$ cat src/design/pcc_pkg.sv
// Package for the parity constraint consistency check.
// Holds the stream field layout and the status struct of the find unit.
// No dependencies.
`default_nettype none

package pcc_pkg;

  localparam int NODE_W      = 11;
  localparam int IN_TDATA_W  = 24;
  localparam int OUT_TDATA_W = 8;

  localparam int FIRST_LSB  = 0;
  localparam int SECOND_LSB = 11;
  localparam int DIFFER_BIT = 22;

  typedef struct packed {
    logic done;
    logic par;
  } find_stat_t;

endpackage

`default_nettype wire

$ cat src/design/pcc_find.sv
// Find unit: walks a node's link chain to its root, then walks it again
// pointing every node straight at the root. Uses pcc_pkg; drives the link RAM.
`default_nettype none

module pcc_find #(
  parameter int AW = 10
) (
  input  wire logic              clk,
  input  wire logic              rst_n,
  input  wire logic              start,
  input  wire logic [AW-1:0]     x,
  input  wire logic [AW:0]       rdata,    // [AW-1:0] link, [AW] parity
  output logic      [AW-1:0]     raddr,
  output logic                   we,
  output logic      [AW-1:0]     waddr,
  output logic      [AW:0]       wdata,    // [AW-1:0] link, [AW] parity
  output logic      [AW-1:0]     root,
  output pcc_pkg::find_stat_t    stat
);

  localparam logic [1:0] F_IDLE = 2'd0;
  localparam logic [1:0] F_WALK = 2'd1;
  localparam logic [1:0] F_COMP = 2'd2;

  logic [1:0]    state_r, state_nxt;
  logic [AW-1:0] cur_r, cur_nxt;
  logic [AW-1:0] x_r, x_nxt;
  logic [AW-1:0] root_r, root_nxt;
  logic          p_r, p_nxt;
  logic          cp_r, cp_nxt;

  logic [AW-1:0] link;
  logic          lpar;
  logic          at_root;

  assign link    = rdata[AW-1:0];
  assign lpar    = rdata[AW];
  assign at_root = (link == cur_r);

  always_comb begin
    state_nxt = state_r;
    cur_nxt   = cur_r;
    x_nxt     = x_r;
    root_nxt  = root_r;
    p_nxt     = p_r;
    cp_nxt    = cp_r;
    raddr     = x;
    we        = 1'b0;
    waddr     = cur_r;
    wdata     = {cp_r, root_r};
    case (state_r)
      F_IDLE: begin
        if (start) begin
          raddr     = x;
          cur_nxt   = x;
          x_nxt     = x;
          p_nxt     = 1'b0;
          state_nxt = F_WALK;
        end
      end
      F_WALK: begin
        if (at_root) begin
          root_nxt  = cur_r;
          cp_nxt    = p_r;
          raddr     = x_r;
          cur_nxt   = x_r;
          state_nxt = F_COMP;
        end else begin
          p_nxt   = p_r ^ lpar;
          cur_nxt = link;
          raddr   = link;
        end
      end
      F_COMP: begin
        if (at_root) begin
          state_nxt = F_IDLE;
        end else begin
          we      = 1'b1;
          cp_nxt  = cp_r ^ lpar;
          cur_nxt = link;
          raddr   = link;
        end
      end
      default: begin
        state_nxt = F_IDLE;
      end
    endcase
  end

  always_ff @(posedge clk) begin
    if (!rst_n) begin
      state_r <= F_IDLE;
    end else begin
      state_r <= state_nxt;
    end
    cur_r  <= cur_nxt;
    x_r    <= x_nxt;
    root_r <= root_nxt;
    p_r    <= p_nxt;
    cp_r   <= cp_nxt;
  end

  assign root      = root_r;
  assign stat.done = (state_r == F_COMP) && at_root;
  assign stat.par  = p_r;

endmodule

`default_nettype wire

$ cat config.mk
export PLATFORM = sky130hd
export DESIGN_NAME = pcc_find
export DESIGN_NICKNAME = d
export VERILOG_FILES = /design/src/design/pcc_pkg.sv /design/src/design/pcc_find.sv
export SDC_FILE = /design/constraint.sdc
export NUM_CORES = 1
export LEC_CHECK = 0
export BUFFER_PORTS_ARGS = -buffer_cell sky130_fd_sc_hd__clkbuf_2
export CAP_MARGIN = 20
export CORE_MARGIN = 2
export CORE_UTILIZATION = 48
export DETAILED_ROUTE_END_ITERATION = 8
export PLACE_DENSITY = 0.8
export SLEW_MARGIN = 20
export SYNTH_ARGS = -nofsm -noshare
export SYNTH_HDL_FRONTEND = slang
export SYNTH_SLANG_ARGS = --single-unit
$ cat constraint.sdc
create_clock -name clk -period 2.1 [get_ports clk]
set_clock_uncertainty 0.15 [all_clocks]
set_input_delay 0.105 -clock clk [delete_from_list [all_inputs] [get_ports clk]]
set_output_delay 0.105 -clock clk [all_outputs]
set_load 0.02 [all_outputs]
==> run summary <==
The critical path is of the register to output pin type. Dominant register cell in the synthesized netlist: edfxtp_1. Traced cell by cell, the critical path runs through xnor2_2 > nand4_1 > buf_6 > buf_16 > o41ai_4 > a221oi_2 > buf_4.

Summing the areas of all xor and xnor instances in the mapped netlist gives 4.28% of the synthesized area. Count of cells along the worst register-to-register path: 9. The worst-case IR drop observed on VDD is 0.801 mV.

The final route contains 2,694 vias. The post-route netlist has 55.3% of its cells at a drive strength greater than 1. The total setup violations reported at the end of the flow is 32.

The share of synthesized cell area in full adder, half adder and majority cells is 2.55%, and the initial antenna violation count is 0. The worst setup path is launched from a register. The count of nets left with antenna violations once routing finished came out at 0. Sequential elements use 40.8% of the synthesized area. The beginning of the critical path is waddr[4]$_DFFE_PP_.

Max-cap violations in this run came to 0. The maximum buffer depth of the clock tree is 2, and the final cell utilization of the core is 81.2%. After synthesis, the netlist uses 34 different library cells.

For this block, the routed nets add up to 10.0 mm of wire. The logs give 368 for the total number of nets in the final design and 2,375 for the via count of the first global-routing pass. The logs give 0.424 GHz for the highest clock rate and 264 for the number of nets produced by synthesis. The number of remaining DRC errors is 0. The initialized floorplan defines 26 standard-cell rows. The flow ran to the end, but the final reports show violations.

0 antenna diodes ended up in the layout. The die covers 5700 um^2. In the final routed layout, each cell accounts on average for 24.5 um. Measured along the y axis, the die boundary spans 75.5 um.

The largest fanout of any net on the critical path was 5; the I/O pin total was 68. Counting flops with an async set or reset pin after synthesis yields a share of 0%. The half-perimeter wire length after detailed placement came out at 4.52 mm.

After detailed routing, the number of vias per cell comes to 6.57. The logs give -70 ps for the register-to-register setup slack and 0 for the sum of overflow across all layers after global routing. For the worst-skew pair, the clock arrives at the later sink with an insertion delay of 310 ps. The worst flop-to-flop path startpoint was waddr[4]$_DFFE_PP_. The count of warnings emitted by yosys was 0.

Starting utilization of the core area: 49.0%. In this run the number of H-tree levels came out at 2. The first global-routing pass estimated 12.3 mm of wire. The worst slew slack as a fraction of its limit is 61.8%. The congestion estimate from routability-driven global placement came to 0.925. Entering global routing, the biggest net connects 22 pins. After clock tree synthesis, the clock-pin slew on the worst setup and hold paths is 70 ps. Synthesis handed over a netlist of 235 instances. The design draws 4.90 mW. Capture instance of the worst register-to-register path: waddr[6]$_DFFE_PP_.

In this run the static leakage power is 1.96 nW. For this design, the slowest cell found on the critical path is edfxtp_1. The area fraction in compound gates after synthesis is 30.1%. The multiplexer share of the synthesized area is 0.408%, and the maximum cell stage delay along the critical path is 440 ps. The synthesized flop and latch total was 34. The global-route usage over all layers came out at 30.0%. Clock tree synthesis inserted a total of 5 buffers. Dividing the final minimum period by the clock period gives 112%. The synthesized netlist devotes 10.5% of its cell area to simple gates. The run gives 5010 um^2 as the area of the core. The layout has 265 filler cells. STA classifies the critical path endpoint as an output pin. Area growth from synthesis to final layout: 65.8%. The synthesized netlist occupies a cell area of 2450 um^2. The overall die width was 75.5 um; the cell depth of the worst setup path was 7. The tree is rooted in a clkbuf_8. Worst hold path class: primary input to register. At the pin with the least slew margin, the transition time is 572 ps. TritonCTS built the clock tree.

The detailed router finished its first iteration with 297 violations. The critical path capture point was raddr[4]. The final reports fail on setup timing. For the final-layout worst hold slack, the log shows 104 ps. The number of enable flip-flop cells after synthesis was 32; the number of max-slew violations in the final report was 0.

Number of sinks driven by the clock tree: 34. Setup repair after global routing could not meet its margin everywhere. The worst path setup slack after routing is -256 ps, and the final count of hold timing violations is 0. The power density over the cells was 1210 nW/um^2. The mean instance size in the synthesized netlist is 10.4 um^2, and the endpoint required time on the critical path is 1850 ps.

The total buffers and inverters traversed by the critical path was 3; the shortest clock period the worst path allows after layout was 2360 ps. By area, the combinational part of the netlist is dominated by compound AO/OA/AOI/OAI gates. Setup total negative slack on the finished layout was measured at -2830 ps. Among cell families on the critical path, the largest total delay comes from compound AO/OA/AOI/OAI gates. The arrival time reported for the critical path endpoint came out at 2100 ps. In this run the tool buffered the top-level ports with 67 buffer cells. The first detailed-routing pass took 5 iterations.
## sequential cells by signal (all words and copies together), names as in the netlist
| register | count |
|---|---|
| x_r | 10 |
| root | 10 |
| waddr | 10 |
| cp_r | 1 |
| p_r | 1 |
| state_r | 2 |
## cell usage after synthesis, types with 4 or more instances
cell type | instances | area share, %
buf_6 | 5 | 2.3
a41o_1 | 20 | 8.2
nor2_1 | 15 | 2.3
buf_4 | 12 | 3.7
nand4_1 | 4 | 1.0
a21o_1 | 10 | 3.1
and2_1 | 4 | 1.0
clkbuf_1 | 9 | 1.4
a21oi_1 | 11 | 2.2
xnor2_1 | 11 | 3.9
a221oi_2 | 10 | 6.1
edfxtp_1 | 32 | 39
nand3_1 | 12 | 2.4
buf_2 | 8 | 1.6
ha_1 | 5 | 2.5
inv_1 | 15 | 2.3
nand2_1 | 13 | 2.0
o41ai_1 | 20 | 7.1
## layer usage
layer / track usage [%] / vias to the layer above / part of all wire [%]
li1: - / 1126 / -
met1: 36.9 / 1264 / 37
met2: 46.9 / 247 / 46
met3: 7.80 / 57 / 12
met4: 19.1 / 0 / 5.0
met5: 0 / - / 0
## cells by family after synthesis
family                     after synthesis
muxes                                    1
buffers and inverters                   50
AOI/OAI and AO/OA                       79
xor gates and xnor gates                12
and+or+nand+nor                         54
adders and majority gates                5
DFF                                     34
## cell usage in the layout (no fill, tap or decap), drive strengths merged, types with 2 or more instances in the layout
cell type    instances
nand2               13
a31oi                2
ha                   5
nand3               12
a211oi               2
o41ai               20
clkbuf              62
dfxtp                2
bufinv               2
and4                 2
inv                 15
a41o                20
and2                 4
nand4                4
a221oi              10
a21oi               11
dlygate4sd3         11
a21o                10
buf                 63
nor2                15
edfxtp              32
xnor2               11
## through the flow
stage | setup WS (ps) | cells | area, um^2
3_5_place_dp | 35.3 | 361 | 2860
6_report | -256 | 410 | 4070
2_1_floorplan | 5.61 | 235 | 2460
4_1_cts | -80.5 | 401 | 3670
3_3_place_gp | 94.2 | 361 | 2860
5_1_grt | -325 | 410 | 4070
## power by group
group | switching [mW] | internal, mW
Clock | 0.288 | 0.476
Sequential | 0.135 | 0.921
Combinational | 1.73 | 1.35
## worst min-delay path by stage
stage,from,endpoint,slack [ps],depth (start not counted)
floorplan,x[0],x_r[0]$_DFFE_PP_,50,0
detailed placement,x[5],x_r[5]$_DFFE_PP_,180,1
finish,rdata[4],waddr[4]$_DFFE_PP_,100,2
global placement,x[1],x_r[1]$_DFFE_PP_,180,1
CTS,rdata[6],waddr[6]$_DFFE_PP_,50,2
global route,rdata[4],waddr[4]$_DFFE_PP_,120,2
## timing repair
action / 4_1_cts / 5_1_grt
endpoints found under the setup margin: 12 / 42
hold buffers: 11 / 0
resized for setup: 62 / 60
pin swaps: 23 / 30
buffers inserted: 16 / 9
endpoints found under the hold margin: 12 / 0
gates cloned: 5 / 2
## area by class of cell
cell class | count | area, um^2 | area share (%)
Inverter | 15 | 56.3 | 1.38
Sequential cell | 34 | 1010 | 24.7
Tap cell | 70 | 87.6 | 2.15
Multi-Input combinational cell | 152 | 1710 | 42.1
Clock buffer | 5 | 68.8 | 1.69
Clock inverter | 3 | 68.8 | 1.69
Timing Repair Buffer | 131 | 1070 | 26.2
(Power assumes the default switching activity.)
