<file path="config.mk">
export PLATFORM = sky130hd
export DESIGN_NAME = pcc_ram
export DESIGN_NICKNAME = d
export VERILOG_FILES = /design/src/design/pcc_ram.sv
export SDC_FILE = /design/constraint.sdc
export NUM_CORES = 1
export LEC_CHECK = 0
export BUFFER_PORTS_ARGS = -buffer_cell sky130_fd_sc_hd__buf_2
export CAP_MARGIN = 0
export CORE_MARGIN = 8
export CORE_UTILIZATION = 44
export CTS_CLUSTER_SIZE = 10
export DETAILED_ROUTE_END_ITERATION = 10
export PLACE_DENSITY = 0.63
export SYNTH_ARGS = -nofsm -noshare
export SYNTH_HDL_FRONTEND = slang
export SYNTH_SLANG_ARGS = --single-unit
</file>
<file path="constraint.sdc">
create_clock -name clk -period 5.1 [get_ports clk]
set_input_delay 0.51 -clock clk [delete_from_list [all_inputs] [get_ports clk]]
set_output_delay 0.51 -clock clk [all_outputs]
set_load 0.01 [all_outputs]
</file>
<file path="src/design/pcc_ram.sv">
// Generic simple dual-port RAM: one write port, one read port, registered read.
// No dependencies.
`default_nettype none

module pcc_ram #(
  parameter int W     = 8,
  parameter int DEPTH = 16
) (
  input  wire logic                     clk,
  input  wire logic                     we,
  input  wire logic [$clog2(DEPTH)-1:0] waddr,
  input  wire logic [W-1:0]             wdata,
  input  wire logic [$clog2(DEPTH)-1:0] raddr,
  output logic      [W-1:0]             rdata
);

  logic [W-1:0] mem [DEPTH];

  always_ff @(posedge clk) begin
    if (we) begin
      mem[waddr] <= wdata;
    end
    rdata <= mem[raddr];
  end

endmodule

`default_nettype wire

</file>
==> results of run 1 <==
==> logic make-up after synthesis <==
group           count (synthesis)  synth area share [%]
compound gates                 16                  2.33
simple gates                   35                  3.18
flops                         136                  77.8
buf+inv                        10                  1.68
mux                            32                  15.0
==> routing by layer <==
metal	vias to the layer above	wire length, um	GRT usage [%]
met5	-	0	0
met3	8	376	3.26
met2	57	4870	21.4
li1	1054	-	-
met1	1212	4350	17.6
met4	0	148	5.72
==> critical path: stages <==
cell and delay (ns):
buf_2 0.78, mux4_1 0.68, a22oi_1 0.33, nand2_1 0.10
==> state kept, by name, summed over array words and instances (netlist names) <==
| name | count |
|---|---|
| rdata | 8 |
| mem | 128 |
==> per-stage QoR <==
| step | setup WS (ns) | cells | utilization, % | hold slack (ns) |
|---|---|---|---|---|
| final | 2.96 | 420 | 52.6 | 0.484 |
| after CTS | 2.94 | 420 | 52.6 | 0.476 |
| after global routing | 2.83 | 420 | 52.6 | 0.491 |
| after global placement | 2.53 | 388 | 47.1 | 0.654 |
| after floorplan | 3.10 | 229 | - | 0.609 |
| after detailed placement | 2.52 | 388 | 47.1 | 0.656 |
==> where the power goes <==
part           switching [mW]  internal [mW]  total, mW
registers             0.00769           1.25       1.26
clock network           0.449          0.823       1.27
logic                  0.0667         0.0446      0.111
==> worst min-delay path by stage <==
stage	start	to	slack, ns	cells after the start
detailed placement	mem[12][1]$_DFFE_PP_	rdata[1]$_DFF_P_	0.66	3
finish	wdata[3]	mem[5][3]$_DFFE_PP_	0.48	1
global placement	mem[11][5]$_DFFE_PP_	rdata[5]$_DFF_P_	0.65	3
CTS	wdata[3]	mem[5][3]$_DFFE_PP_	0.48	1
floorplan	wdata[0]	mem[0][0]$_DFFE_PP_	0.61	0
global route	wdata[6]	mem[10][6]$_DFFE_PP_	0.49	1
==> final cells by class <==
type / count / area [sq um]
Fill cell: 898 / 5410
Sequential cell: 136 / 4000
Multi-Input combinational cell: 83 / 1070
Clock buffer: 18 / 429
Clock inverter: 14 / 199
Tap cell: 143 / 179
Timing Repair Buffer: 26 / 133
==> cells in the final DEF, fill, tap and decap left out <==
master and n:
nand2_1 9, nor3_1 2, clkbuf_16 17, and2b_1 1
nand2b_1 2, edfxtp_1 128, buf_4 1, nor2_1 13
a22oi_1 16, mux4_2 18, clkinv_1 1, and2_1 1
nand3b_1 2, bufinv_16 4, nor3_2 2, or3b_2 1
clkinvlp_4 3, clkinv_4 4, buf_2 25, nand3_1 1
dfxtp_1 8, nor2b_1 1, inv_6 2, clkbuf_1 1
mux4_1 14
==> results.md, run 1 <==
* Post-CTS setup buffer count at 0
* Share of layout cells above drive strength 1 at 27.8%
* Final setup fails at 0
* #FFs+latches synth at 136
* GRT overflow at 0
* Antenna violations before repair at 0
* RR Startpoint: mem[1][2]$_DFFE_PP_
* DR WL/cell at 23.2 um
* Slack of the worst reg-to-reg path at approximately 3.7 ns
* R2r endpoint: rdata[2]$_DFF_P_
* Cell leakage power at 2.00 nW
* Leading register cell type out of synthesis: edfxtp_1
* Die Footprint at 0.0154 sq mm
* Min Clock Period, post-route at 2.14 ns
* Register area share after synthesis at 77.8%
* Peak VDD IR at 0.206 mV
* Ys Warns at 0
* Critical path class: in2reg
* Core Footprint at ~0.011 sq mm
* Post-synthesis net count at 247
* Gpl congestion at 0.691
* RSZ-0062 raised after global routing: false
* Synthesis-to-layout area growth at 16.8%
* Min-delay worst type: in2reg
* Detailed router's first-iteration violation count at approximately 200
* Final hold vios at 0
* Worst Path Required at 5.38 ns
* Max_slew headroom at 11.9%
* Vias in the first global route at 2,444
* DPL Wire Length at about 6.0 mm
* Post-CTS sizing at 0
* Global-route wire length before repair at 14.6 mm
* Syn Area/Cell at 22.5 sq um
* CTS tree: done
* Residual DRC at 0
* IO Count at 26
* PwrDens at 439 mW/mm^2
* Final Net Count at 282
* Crit Path Max Fanout at 32
* Type of destination of the critical path: flip-flop
* Post-place instance area at 0.00538 sq mm
* H-Tree Level Count at 4
* Total CTS buffers at 17
* Pin count of the biggest net entering global routing at 33
* Starting Density at 45.1%
* Final period util at 42.1%
* Run status: finished clean
* Post-synth top area share at 74.7%
* Clock tree root buffer cell: clkbuf_16
* All-Layer GR Usage at a little over an eighth
* Number of max-cap violations at 0
* # hold bufs at CTS at 0
* Via Count at approximately 2.3k
* Setup TNS at 0 ns
* Crit path to: rdata[2]$_DFF_P_
* Sink Count at 136
* EDFF count, synth at approximately 130
* Worst Skew at 0.00691 ns
* Top-count cell post-synth: edfxtp_1
* Worst reg2reg path depth at 3
* Routed WL at 9.75 mm
* Deepest clock path buffer count at 2
* Clk_lat worst skew at 0.40 ns
* Die Y at 124 um
* Routed Antenna Nets at 0
* Synth area leaders: edfxtp_1, mux4_2, mux4_1
* Std cell rows at 39
* Register clock-pin slew on the reported worst setup and hold paths at 0.06 ns
* Async set-reset flop share out of synthesis at 0%
* Inserted Diodes at 0
* TritonRoute pass-1 iters at 4
* CP startpoint: raddr[0]
* Max Slew Vio Count at 0
* Pwr Total at 2.64 mW
* Die Span X at about 120 um
* Post-synth top area cell: edfxtp_1
* Commonest cells in the synthesized netlist: edfxtp_1, mux4_2, a22oi_1
* Mapped Cells at 229
* Transition time of the tightest slew-check pin at 1.31 ns
* F_max at about 0.47 GHz
* Port Buf Inserts at 25
* Cell variety after synth at 19
* Vias/cell at around 5.6
* Syn Std Cell Area at 0.00515 sq mm
* Startpoint types: input port
* Critical Path AT at 2.43 ns
* Design area at 0.00601 sq mm
No activity file was read; power rests on OpenSTA's default activity.
==> run 2: changes to the inputs <==
- PLACE_DENSITY: 0.63 -> 0.66
- clock period: 5.1 -> 1.73 ns (I/O delays scaled with it)
==> run 2 against run 1 <==
  * Worst hold slack got worse by 0.33 ns
  * Critical endpoint unchanged
  * Clock-buffer cell count is 3 higher
  * Combinational power grew to 3.2 times the previous value
  * Worst setup slack got worse by 2.6 ns
  * Clock skew down 0.0021 ns
  * First-iteration DRC count is 39% higher
  * Clock power grew to 2.9 times the previous value
  * Critical path depth down 1
  * Power increased to 2.9 times the previous value
  * Via count increased by 2.5%
  * Largest power group is now registers
==> results.md, run 2 (same netlist as run 1, synthesis figures left out) <==
* Clk_lat worst skew at 0.41 ns (about the same)
* RR Startpoint: mem[1][2]$_DFFE_PP_
* Post-CTS sizing at 0 (unchanged)
* Routed WL at 9.78 mm (+0.39%)
* Register clock-pin slew on the reported worst setup and hold paths at 0.06 ns (about the same)
* GRT overflow at 0 (unchanged)
* Slack of the worst reg-to-reg path at 0.34 ns (-3.35 ns)
* Type of destination of the critical path: flip-flop
* Min-delay worst type: in2reg
* Critical path class: reg2reg
* Total CTS buffers at 17 (unchanged)
* Commonest cells after routing, fill and taps aside: edfxtp_1, buf_2, buf_4, mux4_2, clkbuf_16
* Critical Path AT at 1.68 ns (-0.75 ns)
* PwrDens at 1250 mW/mm^2 (+190%)
* DR WL/cell at 22.2 um (-4.2%)
* Final hold vios at 0 (unchanged)
* Switching pwr at 1.46 mW (+180%)
* Deepest clock path buffer count at 2 (unchanged)
* Startpoint types: flip-flop
* Via Count at 2,390 (+2.5%)
* Worst reg2reg path depth at 3 (unchanged)
* Share of layout cells above drive strength 1 at 31.0% (+3.2 points)
* Placed Instances at 409 (+5.4%)
* Die Y at 124 um (unchanged)
* Commonest non-fill, non-tap cell in the layout: edfxtp_1
* Min Clock Period, post-route at 1.39 ns
* H-Tree Level Count at 4 (unchanged)
* Number of flip-flops in the largest register at 128 (unchanged)
* Final period util at 80.2%
* TritonRoute pass-1 iters at 4 (unchanged)
* Worst Skew at 0.00485 ns (-0.00206 ns)
* Peak VDD IR at 0.876 mV (+330%)
* # hold bufs at CTS at 0 (unchanged)
* Clock tree root buffer cell: clkbuf_16
* Post-CTS setup buffer count at 0 (unchanged)
* Routed Antenna Nets at 0 (unchanged)
* Port Buf Inserts at 25 (unchanged)
* All-Layer GR Usage at 14.0% (+0.51 points)
* Sink Count at 136 (unchanged)
* Transition time of the tightest slew-check pin at 0.394 ns (-0.917 ns)
* Number of max-cap violations at 0 (unchanged)
* IO Count at 26 (unchanged)
* Hold depth at 1 (unchanged)
* Hold_sp: wdata[4]
* Int Power at 6.26 mW (+200%)
* Hold Path End: mem[3][4]$_DFFE_PP_
* CTS tree: done
* Most flops, register: mem
* Clock network power share at 47.5% (-0.7 points)
* R2r endpoint: rdata[2]$_DFF_P_
* F_max at 0.721 GHz
* DPL Wire Length at 6.21 mm (+3.0%)
* Final Net Count at 303 (+7.4%)
* Sw frac at 18.9% (-0.88 points)
* Crit Path Max Fanout at 1 (-97%)
* Std cell rows at 39 (unchanged)
* Final setup fails at 0 (unchanged)
* Sequential share of power at 48.0% (+0.4 points)
* Die Span X at 124 um (unchanged)
* Starting Density at 45.1% (unchanged)
* Vias in the first global route at 2,570 (+5.2%)
* Worst Path Required at 2.02 ns (-3.36 ns)
* Pin count of the biggest net entering global routing at 33 (unchanged)
* Global-route wire length before repair at 15.2 mm (+4.5%)
* Pre-CTS setup slack at 0.119 ns (-2.40 ns)
* Post-place instance area at 0.00557 sq mm (+3.4%)
* Setup TNS at 0 ns (unchanged)
* Antenna violations before repair at 0 (unchanged)
* Synthesis-to-layout area growth at 19.9%
* Fin cells at 440 (+4.8%)
* Max Slew Vio Count at 0 (unchanged)
* Residual DRC at 0 (unchanged)
* Die Footprint at 0.0154 sq mm (unchanged)
* Worst Slack Setup Final at 0.343 ns (-2.61 ns)
* Design area at 0.00617 sq mm (+2.6%)
* Core Footprint at 0.0114 sq mm (unchanged)
* Inserted Diodes at 0 (unchanged)
* # fillers at 849 (-5.5%)
* Max_slew headroom at 73.7% (+62 points)
* RSZ-0062 raised after global routing: false
* Gpl congestion at 0.730 (+5.7%)
* Run status: finished clean
* Largest registers: mem (128), rdata (8)
* Vias/cell at 5.43 (-2.1%)
* Cell leakage power at 2.12 nW (+6.2%)
* Detailed router's first-iteration violation count at 275 (+39%)
* Logic pwr share at 4.6% (+0.4 points)
run 2: final cells by class:
| cell class | count | area, sq um | share of cell area (%) |
|---|---|---|---|
| Timing Repair Buffer | 47 | 328 | 5.31 |
| Tap cell | 143 | 179 | 2.90 |
| Clock inverter | 10 | 151 | 2.45 |
| Sequential cell | 136 | 4000 | 64.9 |
| Multi-Input combinational cell | 83 | 1060 | 17.1 |
| Clock buffer | 21 | 450 | 7.30 |
run 2: metrics by stage:
step                total power [mW]  utilization [%]  hold slack [ns]
finish                          7.73             54.0            0.151
global route                    7.97             54.0            0.152
CTS                             7.77             54.0            0.146
detailed placement              4.13             48.8            0.569
global placement                4.12             48.8            0.556
floorplan                       3.97                -            0.272
run 2: power groups by stage:
stage	sequential (mW)	combinational, mW	clock, mW
after floorplan	3.78	0.187	0
after global placement	3.77	0.348	0
after detailed placement	3.77	0.357	0
after CTS	3.71	0.360	3.71
after global routing	3.71	0.384	3.87
final	3.71	0.353	3.67
run 2: per-layer routing:
layer / track usage, % / share of wire, % / wire, um
met1: 18.0 / 45 / 4410
met3: 3.76 / 4.7 / 455
met5: 0 / 0 / 0
met4: 6.77 / 1.7 / 165
met2: 21.9 / 49 / 4750
run 2: how the worst max path moves through the flow:
stage	slack [ns]	from	endpoint
4_1_cts	0.34	mem[9][3]$_DFFE_PP_	rdata[3]$_DFF_P_
6_report	0.34	mem[1][2]$_DFFE_PP_	rdata[2]$_DFF_P_
5_1_grt	0.30	mem[9][3]$_DFFE_PP_	rdata[3]$_DFF_P_
3_3_place_gp	0.14	raddr[0]	rdata[3]$_DFF_P_
2_1_floorplan	0.06	waddr[2]	mem[0][0]$_DFFE_PP_
3_5_place_dp	0.12	raddr[0]	rdata[2]$_DFF_P_
run 2: worst max-delay path, cell delays in order (launching register included):
cell	delay (ns)
edfxtp_1	0.37
mux4_1	0.51
a22oi_1	0.31
nand2_1	0.08
